<file path="src/sv/ibfp_pkg.sv">
// ----------------------------------------------------------------------------
// ibfp_pkg
// Shared types and constants of the binary frame parser.
// ----------------------------------------------------------------------------
package ibfp_pkg;

  // payload length in bytes and number of 16-bit words per frame
  localparam int PayloadLen = 20;
  localparam int NumWords   = PayloadLen / 2;
  localparam int CountW     = $clog2(PayloadLen);

  // header value after reset
  localparam logic [7:0] SyncReset = 8'h55;

  // one byte request leaving the input register
  typedef struct packed {
    logic       step;
    logic [7:0] data;
  } step_t;

  // payload bytes in arrival order, index 0 first
  typedef logic [PayloadLen-1:0][7:0] payload_t;

  // frame completion towards the result register
  typedef struct packed {
    logic     done;
    payload_t bytes;
  } frame_t;

  typedef logic [NumWords-1:0][15:0] words_t;

endpackage

</file>
<file path="src/sv/imu_binary_frame_parser.sv">
// ----------------------------------------------------------------------------
// imu_binary_frame_parser
// Header-synced fixed-length binary frame parser for a serial sensor stream.
// ----------------------------------------------------------------------------
// Usage:
//   in_*   : one received serial byte per request (valid / stall).
//   out_*  : one request per complete frame with ten signed 16-bit raw
//            counts: quaternion z, y, x, w, gyro rate x, y, z, accel x, y, z.
//   cfg_*  : write of the header byte value; cfg_ready is always high.
// A frame is two header bytes followed by 20 payload bytes. A wrong byte in
// the second header slot sends the parser back to hunting.
// Throughput: one byte per cycle while out_stall is not holding a result. A
// byte waits in the input register and is parsed as it leaves; the result for
// the last payload byte then passes through the result register to out_valid.
// When out_stall holds a result, the input register still takes one byte;
// further bytes are stalled until the result is taken.
// Reset (rst_n low, synchronous): hunting for the first header, no result
// pending, header byte value 0x55.
// ----------------------------------------------------------------------------
module imu_binary_frame_parser
  import ibfp_pkg::*;
(
  input  logic               clk,
  input  logic               rst_n,
  input  logic               in_valid,
  output logic               in_stall,
  input  logic [7:0]         in_rx_byte,
  output logic               out_valid,
  input  logic               out_stall,
  output logic signed [15:0] out_quat_z,
  output logic signed [15:0] out_quat_y,
  output logic signed [15:0] out_quat_x,
  output logic signed [15:0] out_quat_w,
  output logic signed [15:0] out_rate_x,
  output logic signed [15:0] out_rate_y,
  output logic signed [15:0] out_rate_z,
  output logic signed [15:0] out_accel_x,
  output logic signed [15:0] out_accel_y,
  output logic signed [15:0] out_accel_z,
  input  logic               cfg_valid,
  output logic               cfg_ready,
  input  logic [7:0]         cfg_sync_byte
);

  step_t  step;
  frame_t frame;
  words_t words;
  logic   out_free;

  assign cfg_ready = 1'b1;

  // input register
  ibfp_in_reg u_in_reg (
    .clk        (clk),
    .rst_n      (rst_n),
    .in_valid   (in_valid),
    .in_stall   (in_stall),
    .in_rx_byte (in_rx_byte),
    .out_free   (out_free),
    .step_o     (step)
  );

  // header hunt and payload collection
  ibfp_frame_core u_core (
    .clk           (clk),
    .rst_n         (rst_n),
    .cfg_wr        (cfg_valid && cfg_ready),
    .cfg_sync_byte (cfg_sync_byte),
    .step_i        (step),
    .frame_o       (frame)
  );

  // result register
  ibfp_out_reg u_out_reg (
    .clk       (clk),
    .rst_n     (rst_n),
    .frame_i   (frame),
    .out_stall (out_stall),
    .out_valid (out_valid),
    .out_free  (out_free),
    .words_o   (words)
  );

  assign out_quat_z  = $signed(words[0]);
  assign out_quat_y  = $signed(words[1]);
  assign out_quat_x  = $signed(words[2]);
  assign out_quat_w  = $signed(words[3]);
  assign out_rate_x  = $signed(words[4]);
  assign out_rate_y  = $signed(words[5]);
  assign out_rate_z  = $signed(words[6]);
  assign out_accel_x = $signed(words[7]);
  assign out_accel_y = $signed(words[8]);
  assign out_accel_z = $signed(words[9]);

endmodule

</file>
<file path="src/sv/ibfp_in_reg.sv">
// ----------------------------------------------------------------------------
// ibfp_in_reg
// Input register: holds one byte request until the parser can take it.
// ----------------------------------------------------------------------------
module ibfp_in_reg
  import ibfp_pkg::*;
(
  input  logic       clk,
  input  logic       rst_n,
  input  logic       in_valid,
  output logic       in_stall,
  input  logic [7:0] in_rx_byte,
  input  logic       out_free,
  output step_t      step_o
);

  logic       vld_r, vld_nxt;
  logic [7:0] data_r;
  logic       advance;
  logic       accept;

  // held byte moves on whenever the result side has room
  assign advance  = vld_r && out_free;
  assign in_stall = vld_r && !advance;
  assign accept   = in_valid && !in_stall;

  always_comb begin
    vld_nxt = vld_r;
    if (accept) begin
      vld_nxt = 1'b1;
    end else if (advance) begin
      vld_nxt = 1'b0;
    end
  end

  always_ff @(posedge clk) begin
    if (!rst_n) begin
      vld_r <= 1'b0;
    end else begin
      vld_r <= vld_nxt;
    end
  end

  // payload, no reset needed
  always_ff @(posedge clk) begin
    if (accept) begin
      data_r <= in_rx_byte;
    end
  end

  assign step_o.step = advance;
  assign step_o.data = data_r;

endmodule

</file>
<file path="src/sv/ibfp_frame_core.sv">
// ----------------------------------------------------------------------------
// ibfp_frame_core
// Header hunt state machine, payload byte counter and payload shift line.
// ----------------------------------------------------------------------------
module ibfp_frame_core
  import ibfp_pkg::*;
(
  input  logic       clk,
  input  logic       rst_n,
  input  logic       cfg_wr,
  input  logic [7:0] cfg_sync_byte,
  input  step_t      step_i,
  output frame_t     frame_o
);

  typedef enum logic [1:0] {
    PH_HDR1,
    PH_HDR2,
    PH_DATA
  } phase_t;

  localparam logic [CountW-1:0] LastIdx = CountW'(PayloadLen - 1);

  phase_t            phase_r, phase_nxt;
  logic [CountW-1:0] count_r, count_nxt;
  logic [7:0]        sync_r;
  payload_t          shift_r, shift_nxt;
  logic              is_sync;
  logic              done;

  assign is_sync = (step_i.data == sync_r);

  // next state of the hunt
  always_comb begin
    phase_nxt = phase_r;
    count_nxt = count_r;
    done      = 1'b0;
    if (step_i.step) begin
      case (phase_r)
        PH_HDR2: begin
          count_nxt = '0;
          phase_nxt = is_sync ? PH_DATA : PH_HDR1;
        end
        PH_DATA: begin
          if (count_r == LastIdx) begin
            done      = 1'b1;
            count_nxt = '0;
            phase_nxt = PH_HDR1;
          end else begin
            count_nxt = count_r + 1'b1;
          end
        end
        default: begin
          phase_nxt = is_sync ? PH_HDR2 : PH_HDR1;
        end
      endcase
    end
  end

  // payload bytes shift in at the top, oldest ends at index 0
  always_comb begin
    shift_nxt = shift_r;
    if (step_i.step && (phase_r == PH_DATA)) begin
      for (int i = 0; i < PayloadLen - 1; i++) begin
        shift_nxt[i] = shift_r[i+1];
      end
      shift_nxt[PayloadLen-1] = step_i.data;
    end
  end

  always_ff @(posedge clk) begin
    if (!rst_n) begin
      phase_r <= PH_HDR1;
      count_r <= '0;
      sync_r  <= SyncReset;
    end else begin
      phase_r <= phase_nxt;
      count_r <= count_nxt;
      if (cfg_wr) begin
        sync_r <= cfg_sync_byte;
      end
    end
  end

  always_ff @(posedge clk) begin
    shift_r <= shift_nxt;
  end

  assign frame_o.done  = done;
  assign frame_o.bytes = shift_nxt;

  // byte counter stays inside the payload
  a_count_range: assert property (@(posedge clk) disable iff (!rst_n)
    (phase_r == PH_DATA) |-> (count_r < CountW'(PayloadLen)))
    else $error("payload byte count out of range");

  // a finished frame always returns to hunting
  a_done_hunt: assert property (@(posedge clk) disable iff (!rst_n)
    done |=> (phase_r == PH_HDR1) && (count_r == '0))
    else $error("parser did not return to hunt after a frame");

endmodule

</file>
<file path="src/sv/ibfp_out_reg.sv">
// ----------------------------------------------------------------------------
// ibfp_out_reg
// Result register: splits the payload into big-endian words and holds them.
// ----------------------------------------------------------------------------
module ibfp_out_reg
  import ibfp_pkg::*;
(
  input  logic   clk,
  input  logic   rst_n,
  input  frame_t frame_i,
  input  logic   out_stall,
  output logic   out_valid,
  output logic   out_free,
  output words_t words_o
);

  logic   vld_r, vld_nxt;
  words_t words_r, words_nxt;

  // room when empty or the held result leaves this cycle
  assign out_free = !vld_r || !out_stall;

  always_comb begin
    vld_nxt = vld_r;
    if (frame_i.done) begin
      vld_nxt = 1'b1;
    end else if (vld_r && !out_stall) begin
      vld_nxt = 1'b0;
    end
  end

  // high byte first for each word
  always_comb begin
    for (int k = 0; k < NumWords; k++) begin
      words_nxt[k] = {frame_i.bytes[2*k], frame_i.bytes[2*k+1]};
    end
  end

  always_ff @(posedge clk) begin
    if (!rst_n) begin
      vld_r <= 1'b0;
    end else begin
      vld_r <= vld_nxt;
    end
  end

  always_ff @(posedge clk) begin
    if (frame_i.done) begin
      words_r <= words_nxt;
    end
  end

  assign out_valid = vld_r;
  assign words_o   = words_r;

  // a new frame never lands on a result still waiting
  a_no_overwrite: assert property (@(posedge clk) disable iff (!rst_n)
    frame_i.done |-> out_free)
    else $error("result overwritten while stalled");

endmodule

</file>
<file path="config.mk">
export PLATFORM = sky130hd
export DESIGN_NAME = imu_binary_frame_parser
export DESIGN_NICKNAME = d
export VERILOG_FILES = /design/src/sv/ibfp_pkg.sv /design/src/sv/imu_binary_frame_parser.sv /design/src/sv/ibfp_in_reg.sv /design/src/sv/ibfp_frame_core.sv /design/src/sv/ibfp_out_reg.sv
export SDC_FILE = /design/constraint.sdc
export NUM_CORES = 1
export LEC_CHECK = 0
export BUFFER_PORTS_ARGS = -buffer_cell sky130_fd_sc_hd__buf_2
export CAP_MARGIN = 10
export CORE_UTILIZATION = 45
export CTS_CLUSTER_SIZE = 28
export DETAILED_ROUTE_END_ITERATION = 16
export GPL_TIMING_DRIVEN = 0
export PLACE_DENSITY = 0.66
export SYNTH_ARGS = -nofsm -noshare
export SYNTH_HDL_FRONTEND = slang
export SYNTH_HIERARCHICAL = 1
export SYNTH_SLANG_ARGS = --single-unit
</file>
<file path="constraint.sdc">
create_clock -name clk -period 3.7 [get_ports clk]
set_input_delay 0.37 -clock clk [delete_from_list [all_inputs] [get_ports clk]]
set_output_delay 0.37 -clock clk [all_outputs]
set_load 0.02 [all_outputs]
</file>
==> run summary, run 1 <==
N_diodes -> 0
Worst slack at placement -> 0.783 ns
Die X -> 158 um
Max-cap violations -> 0
Wire per inst -> 16.9 um
Total gr overflow -> 0
Cts repair resizes -> 0
Distinct cells, synth -> 31
CP cell instances -> nand2_1, and2_1, buf_4, nand2_2, buf_6, buf_2, nor2b_1, buf_8, buf_16
Starting density of the core -> 0.463
Rows -> 56
First-iteration detailed-routing DRC count -> 222
#FFs+latches synth -> 345
Fmax -> 360 MHz
CP max FO -> 88
Die Ht -> 158 um
Peak VDD IR -> 352 uV
DR vias/cell -> 4.73
DRT antenna net count -> 0
Max transition margin -> 0.427
Vias -> 5486
First-pass GRT wire length -> 29900 um
WL final -> 19600 um
Post-synth EDFFs -> 168
WP data required -> 3.84 ns
Drt drc -> 0
Mapped Area -> 0.0110 sq mm
Status -> completed
Setup crit end -> u_out_reg/words_o[87]$_DFFE_PP_
Leak -> 4.89 nW
Core area -> 0.0238 sq mm
Data arrival time of the worst path -> 2.92 ns
Initial antenna violation count -> 0
Startpoint Class -> flip-flop
Clk pin slew, worst setup/hold paths -> 0.06 ns
Num CTS Buffers -> 35
R2r setup slk -> 0.92 ns
Reg2reg end -> u_out_reg/words_o[87]$_DFFE_PP_
Pwr/cell area -> 555 mW/mm^2
Max incr delay on CP -> 0.44 ns
Setup Viol. Count Final -> 0
Longest Clk Path Bufs -> 3
Post-CTS setup buffers -> 0
Hold-fix buffers at CTS -> 0
Worst Max-Slew Pin Slew -> 0.858 ns
Sequential-to-total area share from yosys stat -> 0.781
Vias in the first global route -> 5763
Final HPWL DP -> 13700 um
Fin. Hold Viols -> 0
Layout cells sized above 1 -> 0.485
Main synth FF type -> dfxtp_1
Ys Warns -> 6
Fin crit share -> 0.751
H-tree depth -> 2
Setup CP Type -> flip-flop to flip-flop
Total track usage -> 0.157
Hold crit path type -> input pin to flip-flop
Mapped Nets -> 620
Crit path buffers/inverters -> 5
Commonest non-fill, non-tap cell in the layout -> buf_2
Reg2Reg Launch Point -> u_out_reg/out_valid$_SDFFE_PN0P_
# port buffers -> 181
Drt pass-1 iters -> 4
Area Overhead vs Synth -> 22.6%
Worst-Skew Late Latency -> 0.50 ns
Delay-heaviest family, CP -> buffers and inverters
Largest net degree at the start of global routing -> 89
Syn Inst Count -> 596
CP Depth -> 9
Final setup TNS -> 0 ns
CTS tree -> built
Nature of the critical path endpoint -> flip-flop
Ports -> 184
# clock sinks -> 345
Max Slew Vio Count -> 0
Fill cells -> 1854
Asr flop ratio synth -> 0
Die area -> 0.0251 sq mm
Fin crit period -> 2.78 ns
Commonest non-fill, non-tap cells in the layout -> buf_2 (199), dfxtp_1 (177), edfxtp_1 (168)
RSZ-0062 raised after global routing -> false
FF-to-FF path depth -> 9
Setup Skew -> 0.0156 ns
Slowest CP cell -> buf_8
Worst Setup SP -> u_out_reg/out_valid$_SDFFE_PN0P_
Setup ws final -> 0.921 ns
Root buf cell -> clkbuf_16
Synth Area per Inst -> 18.5 sq um
Final #Nets -> 839
Routability Congestion -> 0.746
-- cells in the mapped netlist (4+ instances only) --
library cell | count | area (sq um)
mux2i_1 | 8 | 80.1
buf_2 | 18 | 90.1
xor2_1 | 7 | 61.3
mux2_2 | 149 | 1680
mux2_1 | 11 | 124
xnor2_1 | 5 | 43.8
nor2_1 | 4 | 15.0
nand2_1 | 9 | 33.8
nor2b_1 | 8 | 50.1
nand3_1 | 4 | 20.0
edfxtp_1 | 168 | 5040
dfxtp_1 | 177 | 3540
-- worst reg2reg max path: stages, from the launching register on --
cell and delay (ns):
dfxtp_1 0.32, nand2_1 0.12, and2_1 0.14, buf_4 0.12, nand2_2 0.12, buf_6 0.17
buf_2 0.20, nor2b_1 0.20, buf_8 0.44, buf_16 0.49
-- worst min path at each step --
stage                                    from                            to  slack [ns]  depth (start not counted)
global route                    in_rx_byte[4]  u_in_reg/data_r[4]$_DFFE_PP_        0.02                          1
floorplan           u_core/shift_r[0]$_DFF_P_     u_core/shift_r[0]$_DFF_P_        0.45                          1
finish                          in_rx_byte[4]  u_in_reg/data_r[4]$_DFFE_PP_        0.04                          1
CTS                             in_rx_byte[4]  u_in_reg/data_r[4]$_DFFE_PP_        0.02                          1
global placement    u_core/shift_r[5]$_DFF_P_     u_core/shift_r[5]$_DFF_P_        0.45                          1
detailed placement  u_core/shift_r[5]$_DFF_P_     u_core/shift_r[5]$_DFF_P_        0.46                          1
-- cell families (layout without fill, tap and decap cells) --
family                     Yosys count  in the layout  synth area share
muxes                              168            168             0.171
xor gates and xnor gates            12             12           0.00956
adders and majority gates            3              3           0.00341
and+or+nand+nor                     33             33            0.0172
DFF                                345            345             0.781
other                                1              1          0.000341
AOI/OAI and AO/OA                    8              8           0.00489
buffers and inverters               26            270            0.0126
-- metal layers --
metal	up-vias	GRT usage	routed length, um
li1	2624	-	-
met1	2660	0.178	7980
met2	163	0.274	9680
met3	39	0.0550	1450
met4	0	0.0563	481
met5	-	0	0
-- power breakdown --
group	internal, mW	switching, mW	total (mW)
logic	0.0238	0.0218	0.0455
clock network	2.11	1.34	3.45
registers	3.98	0.00888	3.99
total	6.12	1.37	7.48
-- flip-flops by register name, indices dropped and copies added (netlist names) --
| register | flops |
|---|---|
| u_core/count_r | 5 |
| u_core/phase_r | 2 |
| u_core/shift_r | 160 |
| u_core/sync_r | 8 |
| u_in_reg/data_r | 8 |
| u_in_reg/vld_r | 1 |
| u_out_reg/out_valid | 1 |
| u_out_reg/words_o | 160 |
-- through the flow --
stage / power [mW] / area (sq um) / hold slack (ns) / util / std cells
2_1_floorplan: 4.10 / 11000 / 0.446 / - / 596
3_3_place_gp: 4.12 / 12300 / 0.452 / 0.518 / 1096
3_5_place_dp: 4.12 / 12300 / 0.464 / 0.519 / 1097
4_1_cts: 7.57 / 13500 / 0.0187 / 0.568 / 1159
5_1_grt: 7.72 / 13500 / 0.0225 / 0.568 / 1159
6_report: 7.48 / 13500 / 0.0429 / 0.568 / 1159
-- cell type report --
type / instances / area (sq um) / share of cell area
plain buffers: 23 / 135 / 0.0100
multi-input cells: 225 / 2270 / 0.168
inverters: 3 / 11.3 / 0.000835
clock inverters: 7 / 86.3 / 0.00640
well taps: 319 / 399 / 0.0296
flip-flops and latches: 345 / 8590 / 0.637
repair buffers: 182 / 933 / 0.0692
clock buffers: 55 / 1060 / 0.0788
Power figures use the tool's default switching activity.
==> inputs of run 2 (changes only) <==
- PLACE_DENSITY: 0.66 -> 0.69
- clock period: 3.7 -> 2.3 ns (I/O delays scaled with it)
==> run 2 against run 1 <==
Sequential power increased by 61%. Routed wire length increased by 1.5%. Core utilization increased by 0.83 points. Flip-flop and latch count unchanged. Highest routed layer unchanged. Die area unchanged. Hold slack improved by 0.0017 ns. First-iteration DRC count increased by 9.9%. Critical path depth decreased by 1. Total power increased by 59%. Critical endpoint is now u_out_reg/words_o[52]$_DFFE_PP_. Clock power increased by 56%. Largest cell class unchanged.
==> run summary, run 2 (same netlist as run 1, synthesis figures left out) <==
Worst Max-Slew Pin Slew -> 0.766 ns (was 0.858 ns)
First-pass GRT wire length -> 30000 um (was 29900 um)
Pwr/cell area -> 870 mW/mm^2 (was 555 mW/mm^2)
Largest net degree at the start of global routing -> 81 (was 89)
Routability Congestion -> 0.730 (was 0.746)
Drt drc -> 0 (unchanged)
Setup ws final -> 0.0897 ns (was 0.921 ns)
CTS tree -> built (unchanged)
# port buffers -> 181 (unchanged)
N_diodes -> 0 (unchanged)
Max incr delay on CP -> 0.39 ns (was 0.44 ns)
Max transition margin -> 0.488 (was 0.427)
Final #Nets -> 859 (was 839)
Max-cap violations -> 0 (unchanged)
Area Overhead vs Synth -> 24.4% (was 22.6%)
First-iteration detailed-routing DRC count -> 244 (was 222)
Peak VDD IR -> 509 uV (was 352 uV)
RSZ-0062 raised after global routing -> true (was false)
Longest Clk Path Bufs -> 3 (unchanged)
Total track usage -> 0.158 (was 0.157)
Fmax -> 452 MHz (was 360 MHz)
Final HPWL DP -> 12800 um (was 13700 um)
Layout cells sized above 1 -> 0.479 (was 0.485)
Worst-Skew Late Latency -> 0.51 ns (was 0.50 ns)
Setup Viol. Count Final -> 0 (unchanged)
Fin crit share -> 0.961 (was 0.751)
Slowest CP cell -> buf_16 (was buf_8)
Final setup TNS -> 0 ns (unchanged)
DRT antenna net count -> 0 (unchanged)
Die X -> 158 um (unchanged)
Finished Core Util -> 0.576 (was 0.568)
Hold crit path type -> input pin to flip-flop (unchanged)
Initial antenna violation count -> 0 (unchanged)
Wire per inst -> 16.8 um (was 16.9 um)
Total power draw -> 11.9 mW (was 7.48 mW)
Total gr overflow -> 0 (unchanged)
Root buf cell -> clkbuf_16 (unchanged)
Rows -> 56 (unchanged)
Leak -> 4.98 nW (was 4.89 nW)
Num CTS Buffers -> 35 (unchanged)
DR vias/cell -> 4.70 (was 4.73)
Startpoint Class -> flip-flop (unchanged)
H-tree depth -> 2 (unchanged)
Fin area -> 0.0137 sq mm (was 0.0135 sq mm)
CP cell instances -> nand2_1, and2_1, buf_4, nand2_2, buf_6, buf_2, nor2b_4, buf_16 (was nand2_1, and2_1, buf_4, nand2_2, buf_6, buf_2, nor2b_1, buf_8, buf_16)
Status -> completed (unchanged)
Nature of the critical path endpoint -> flip-flop (unchanged)
R2r setup slk -> 0.09 ns (was 0.92 ns)
Setup CP Type -> flip-flop to flip-flop (unchanged)
Vias -> 5544 (was 5486)
Core area -> 0.0238 sq mm (unchanged)
Commonest non-fill, non-tap cells in the layout -> buf_2 (199), dfxtp_1 (177), edfxtp_1 (168) (unchanged)
Ports -> 184 (unchanged)
Max Slew Vio Count -> 0 (unchanged)
WL final -> 19900 um (was 19600 um)
Fin crit period -> 2.21 ns (was 2.78 ns)
CP max FO -> 80 (was 88)
Vias in the first global route -> 5607 (was 5763)
Die area -> 0.0251 sq mm (unchanged)
Commonest non-fill, non-tap cell in the layout -> buf_2 (unchanged)
Data arrival time of the worst path -> 2.35 ns (was 2.92 ns)
Die Ht -> 158 um (unchanged)
Placed cell area -> 0.0123 sq mm (about the same)
Fin. Hold Viols -> 0 (unchanged)
Worst slack at placement -> -0.280 ns (was 0.783 ns)
Clk pin slew, worst setup/hold paths -> 0.06 ns (about the same)
# clock sinks -> 345 (unchanged)
Starting density of the core -> 0.463 (unchanged)
WP data required -> 2.44 ns (was 3.84 ns)
Drt pass-1 iters -> 4 (unchanged)
Setup Skew -> 0.0218 ns (was 0.0156 ns)
-- run 2: cell count changes in the layout (fill, tap and decap cells not counted), moves of 2 or more --
cell,change
inv_8,+2
bufinv_16,-2
dlygate4sd3_1,+19
clkbuf_1,-3
-- run 2: layout make-up --
cell class | count | area (sq um)
fill | 1854 | 10100
sequential | 345 | 8590
multi-input combinational | 225 | 2280
timing repair buffer | 202 | 1140
clock buffer | 51 | 1030
tap | 319 | 399
buffer | 23 | 153
clock inverter | 12 | 90.1
inverter | 3 | 11.3
-- run 2: layer usage --
layer,wire length (um),vias up,share of wire,GRT usage
li1,-,2668,-,-
met1,8520,2671,0.43,0.193
met2,9370,173,0.47,0.262
met3,1610,32,0.081,0.0591
met4,366,0,0.018,0.0440
met5,0,-,0,0
-- run 2: path summary, 6_finish.rpt --
path	from	to	cells past startpoint
setup / recovery	u_out_reg/out_valid$_SDFFE_PN0P_	u_out_reg/words_o[52]$_DFFE_PP_	8
hold / removal	rst_n	u_out_reg/out_valid$_SDFFE_PN0P_	2
setup reg to reg	u_out_reg/out_valid$_SDFFE_PN0P_	u_out_reg/words_o[52]$_DFFE_PP_	8
hold reg to reg	u_core/shift_r[3]$_DFF_P_	u_core/shift_r[3]$_DFF_P_	1
-- run 2: where the power goes --
group          internal (mW)  switching [mW]
Sequential              6.41          0.0149
Clock                   3.13            2.24
Combinational         0.0594          0.0418
-- run 2: metrics by stage --
stage	instances	hold WS [ns]
2_1_floorplan	596	0.329
3_3_place_gp	1096	0.408
3_5_place_dp	1096	0.408
4_1_cts	1180	0.0251
5_1_grt	1180	0.0375
6_report	1180	0.0445
-- run 2: repair_timing --
action / CTS / global route
hold buffers: 19 / 0
gates cloned: 2 / 0
setup endpoints to repair: 161 / 79
buffers inserted: 0 / 0
resized for setup: 6 / 2
endpoints found under the hold margin: 18 / 0
-- run 2: critical path: cells and delay by family (launching register included) --
kind	cells	cell delay (ns)
flip-flops	1	0.32
AND/OR/NAND/NOR	4	0.61
buffers and inverters	4	0.88
==> inputs of run 3 (changes only) <==
- CAP_MARGIN: 10 -> 25
- CORE_ASPECT_RATIO: default -> 0.7
==> run 3 against run 2 <==
Critical path type is now input pin to flip-flop. Clock-buffer cell count fell by 8. Final cell count fell by 0.34%. Via count barely moved.
==> run summary, run 3 (same netlist as run 1, synthesis figures left out) <==
Drt pass-1 iters -> 4 (unchanged)
Slowest CP cell -> dlygate4sd3_1 (was buf_16)
Worst Setup SP -> out_stall (was u_out_reg/out_valid$_SDFFE_PN0P_)
First-pass GRT wire length -> 30600 um (was 30000 um)
CP cell instances -> dlygate4sd3_1, buf_2, nand2_1, and2_1, buf_4, nand2_2, buf_6, buf_2, nor2b_4, bufbuf_16 (was nand2_1, and2_1, buf_4, nand2_2, buf_6, buf_2, nor2b_4, buf_16)
Max incr delay on CP -> 0.53 ns (was 0.39 ns)
Final setup TNS -> 0 ns (unchanged)
Nature of the critical path endpoint -> flip-flop (unchanged)
RSZ-0062 raised after global routing -> true (unchanged)
Clk pin slew, worst setup/hold paths -> 0.06 ns (about the same)
Rows -> 47 (was 56)
Reg2Reg Launch Point -> u_out_reg/out_valid$_SDFFE_PN0P_ (unchanged)
WP data required -> 2.53 ns (was 2.44 ns)
Max Slew Vio Count -> 0 (unchanged)
WL final -> 19800 um (was 19900 um)
Fin crit period -> 2.24 ns (was 2.21 ns)
Fin Hold WS -> 0.107 ns (was 0.0445 ns)
Wire per inst -> 16.9 um (was 16.8 um)
Ports -> 184 (unchanged)
Die Ht -> 133 um (was 158 um)
# port buffers -> 181 (unchanged)
Status -> completed (unchanged)
Commonest non-fill, non-tap cell in the layout -> buf_2 (unchanged)
Fill cells -> 1900 (was 1854)
Layout cells sized above 1 -> 0.476 (was 0.479)
Non-Filler Instances -> 1176 (was 1180)
Longest Clk Path Bufs -> 3 (unchanged)
Largest net degree at the start of global routing -> 42 (was 81)
Routability Congestion -> 0.733 (was 0.730)
Drt drc -> 0 (unchanged)
R2r setup slk -> 0.07 ns (was 0.09 ns)
CTS tree -> built (unchanged)
Area Overhead vs Synth -> 24.0% (was 24.4%)
Starting density of the core -> 0.462 (was 0.463)
Die X -> 189 um (was 158 um)
Num CTS Buffers -> 31 (was 35)
Leak -> 4.96 nW (was 4.98 nW)
Max-cap violations -> 0 (unchanged)
Pwr/cell area -> 858 mW/mm^2 (was 870 mW/mm^2)
Startpoint Class -> input pin (was flip-flop)
Reg2reg end -> u_out_reg/words_o[133]$_DFFE_PP_ (was u_out_reg/words_o[52]$_DFFE_PP_)
Final HPWL DP -> 12700 um (was 12800 um)
H-tree depth -> 1 (was 2)
Initial antenna violation count -> 0 (unchanged)
Final #Nets -> 857 (was 859)
Commonest non-fill, non-tap cells in the layout -> buf_2 (199), dfxtp_1 (177), edfxtp_1 (168) (unchanged)
First-iteration detailed-routing DRC count -> 221 (was 244)
Setup CP Type -> input pin to flip-flop (was flip-flop to flip-flop)
Total gr overflow -> 0 (unchanged)
Root buf cell -> clkbuf_16 (unchanged)
# clock sinks -> 345 (unchanged)
Vias -> 5547 (was 5544)
Fin area -> 0.0136 sq mm (was 0.0137 sq mm)
Core area -> 0.0238 sq mm (about the same)
Worst-Skew Late Latency -> 0.55 ns (was 0.51 ns)
Die area -> 0.0251 sq mm (about the same)
Placed cell area -> 0.0123 sq mm (about the same)
Setup Skew -> 0.0114 ns (was 0.0218 ns)
Fmax -> 446 MHz (was 452 MHz)
Vias in the first global route -> 5567 (was 5607)
Worst Max-Slew Pin Slew -> 0.723 ns (was 0.766 ns)
Setup Viol. Count Final -> 0 (unchanged)
Crit path top cell by count -> buf_2
Hold crit path type -> input pin to flip-flop (unchanged)
Fin crit share -> 0.976 (was 0.961)
DR vias/cell -> 4.72 (was 4.70)
DP Cell Count -> 1095 (was 1096)
Peak VDD IR -> 567 uV (was 509 uV)
Max transition margin -> 0.517 (was 0.488)
Total track usage -> 0.158 (about the same)
FF-to-FF path depth -> 8 (unchanged)
Setup crit end -> u_out_reg/words_o[133]$_DFFE_PP_ (was u_out_reg/words_o[52]$_DFFE_PP_)
Fin. Hold Viols -> 0 (unchanged)
CP max FO -> 40 (was 80)
DRT antenna net count -> 0 (unchanged)
Data arrival time of the worst path -> 2.47 ns (was 2.35 ns)
run 3: area by class of cell:
type	count	area, sq um	share of cell area
multi-input cells	225	2280	0.167
clock buffers	43	861	0.0631
inverters	3	11.3	0.000826
well taps	318	398	0.0292
flip-flops and latches	345	8590	0.630
clock inverters	14	176	0.0129
plain buffers	23	153	0.0112
repair buffers	204	1170	0.0857
diodes	1	2.50	0.000184
run 3: worst min path at each step:
stage / cells after the start / start / slack [ns] / to
after floorplan: 0 / in_rx_byte[0] / 0.33 / u_in_reg/data_r[0]$_DFFE_PP_
after global placement: 1 / in_rx_byte[5] / 0.41 / u_in_reg/data_r[5]$_DFFE_PP_
after detailed placement: 1 / in_rx_byte[5] / 0.41 / u_in_reg/data_r[5]$_DFFE_PP_
after CTS: 3 / cfg_valid / 0.07 / u_core/sync_r[2]$_SDFFE_PN1P_
after global routing: 3 / cfg_valid / 0.10 / u_core/sync_r[0]$_SDFFE_PN1P_
final: 3 / cfg_valid / 0.11 / u_core/sync_r[2]$_SDFFE_PN1P_
run 3: worst max-delay path, delay by kind of cell:
family | cells | cell delay [ns]
simple gates | 4 | 0.63
buf+inv | 6 | 1.60
run 3: timing repair:
action | 4_1_cts | 5_1_grt
gates resized for setup | 9 | 0
endpoints found under the setup margin | 161 | 160
hold buffers | 20 | 0
endpoints found under the hold margin | 19 | 0
cloned | 3 | 0
buffers inserted | 0 | 0
run 3: power by group:
| part | switching (mW) | internal [mW] |
|---|---|---|
| Combinational | 0.0397 | 0.0605 |
| Clock | 2.12 | 3.06 |
| Sequential | 0.0148 | 6.40 |
run 3: per-layer routing:
metal / routed length, um / track usage / vias to the layer above
li1: - / - / 2654
met1: 9500 / 0.224 / 2734
met2: 8910 / 0.243 / 131
met3: 1070 / 0.0401 / 28
met4: 370 / 0.0381 / 0
met5: 0 / 0 / -
run 3: through the flow:
step | util | power (mW) | setup slack [ns]
2_1_floorplan | - | 6.60 | 0.0544
4_1_cts | 0.572 | 11.8 | 0.0450
3_3_place_gp | 0.517 | 6.63 | -0.291
5_1_grt | 0.572 | 12.1 | -0.0541
3_5_place_dp | 0.517 | 6.63 | -0.311
6_report | 0.573 | 11.7 | 0.0558
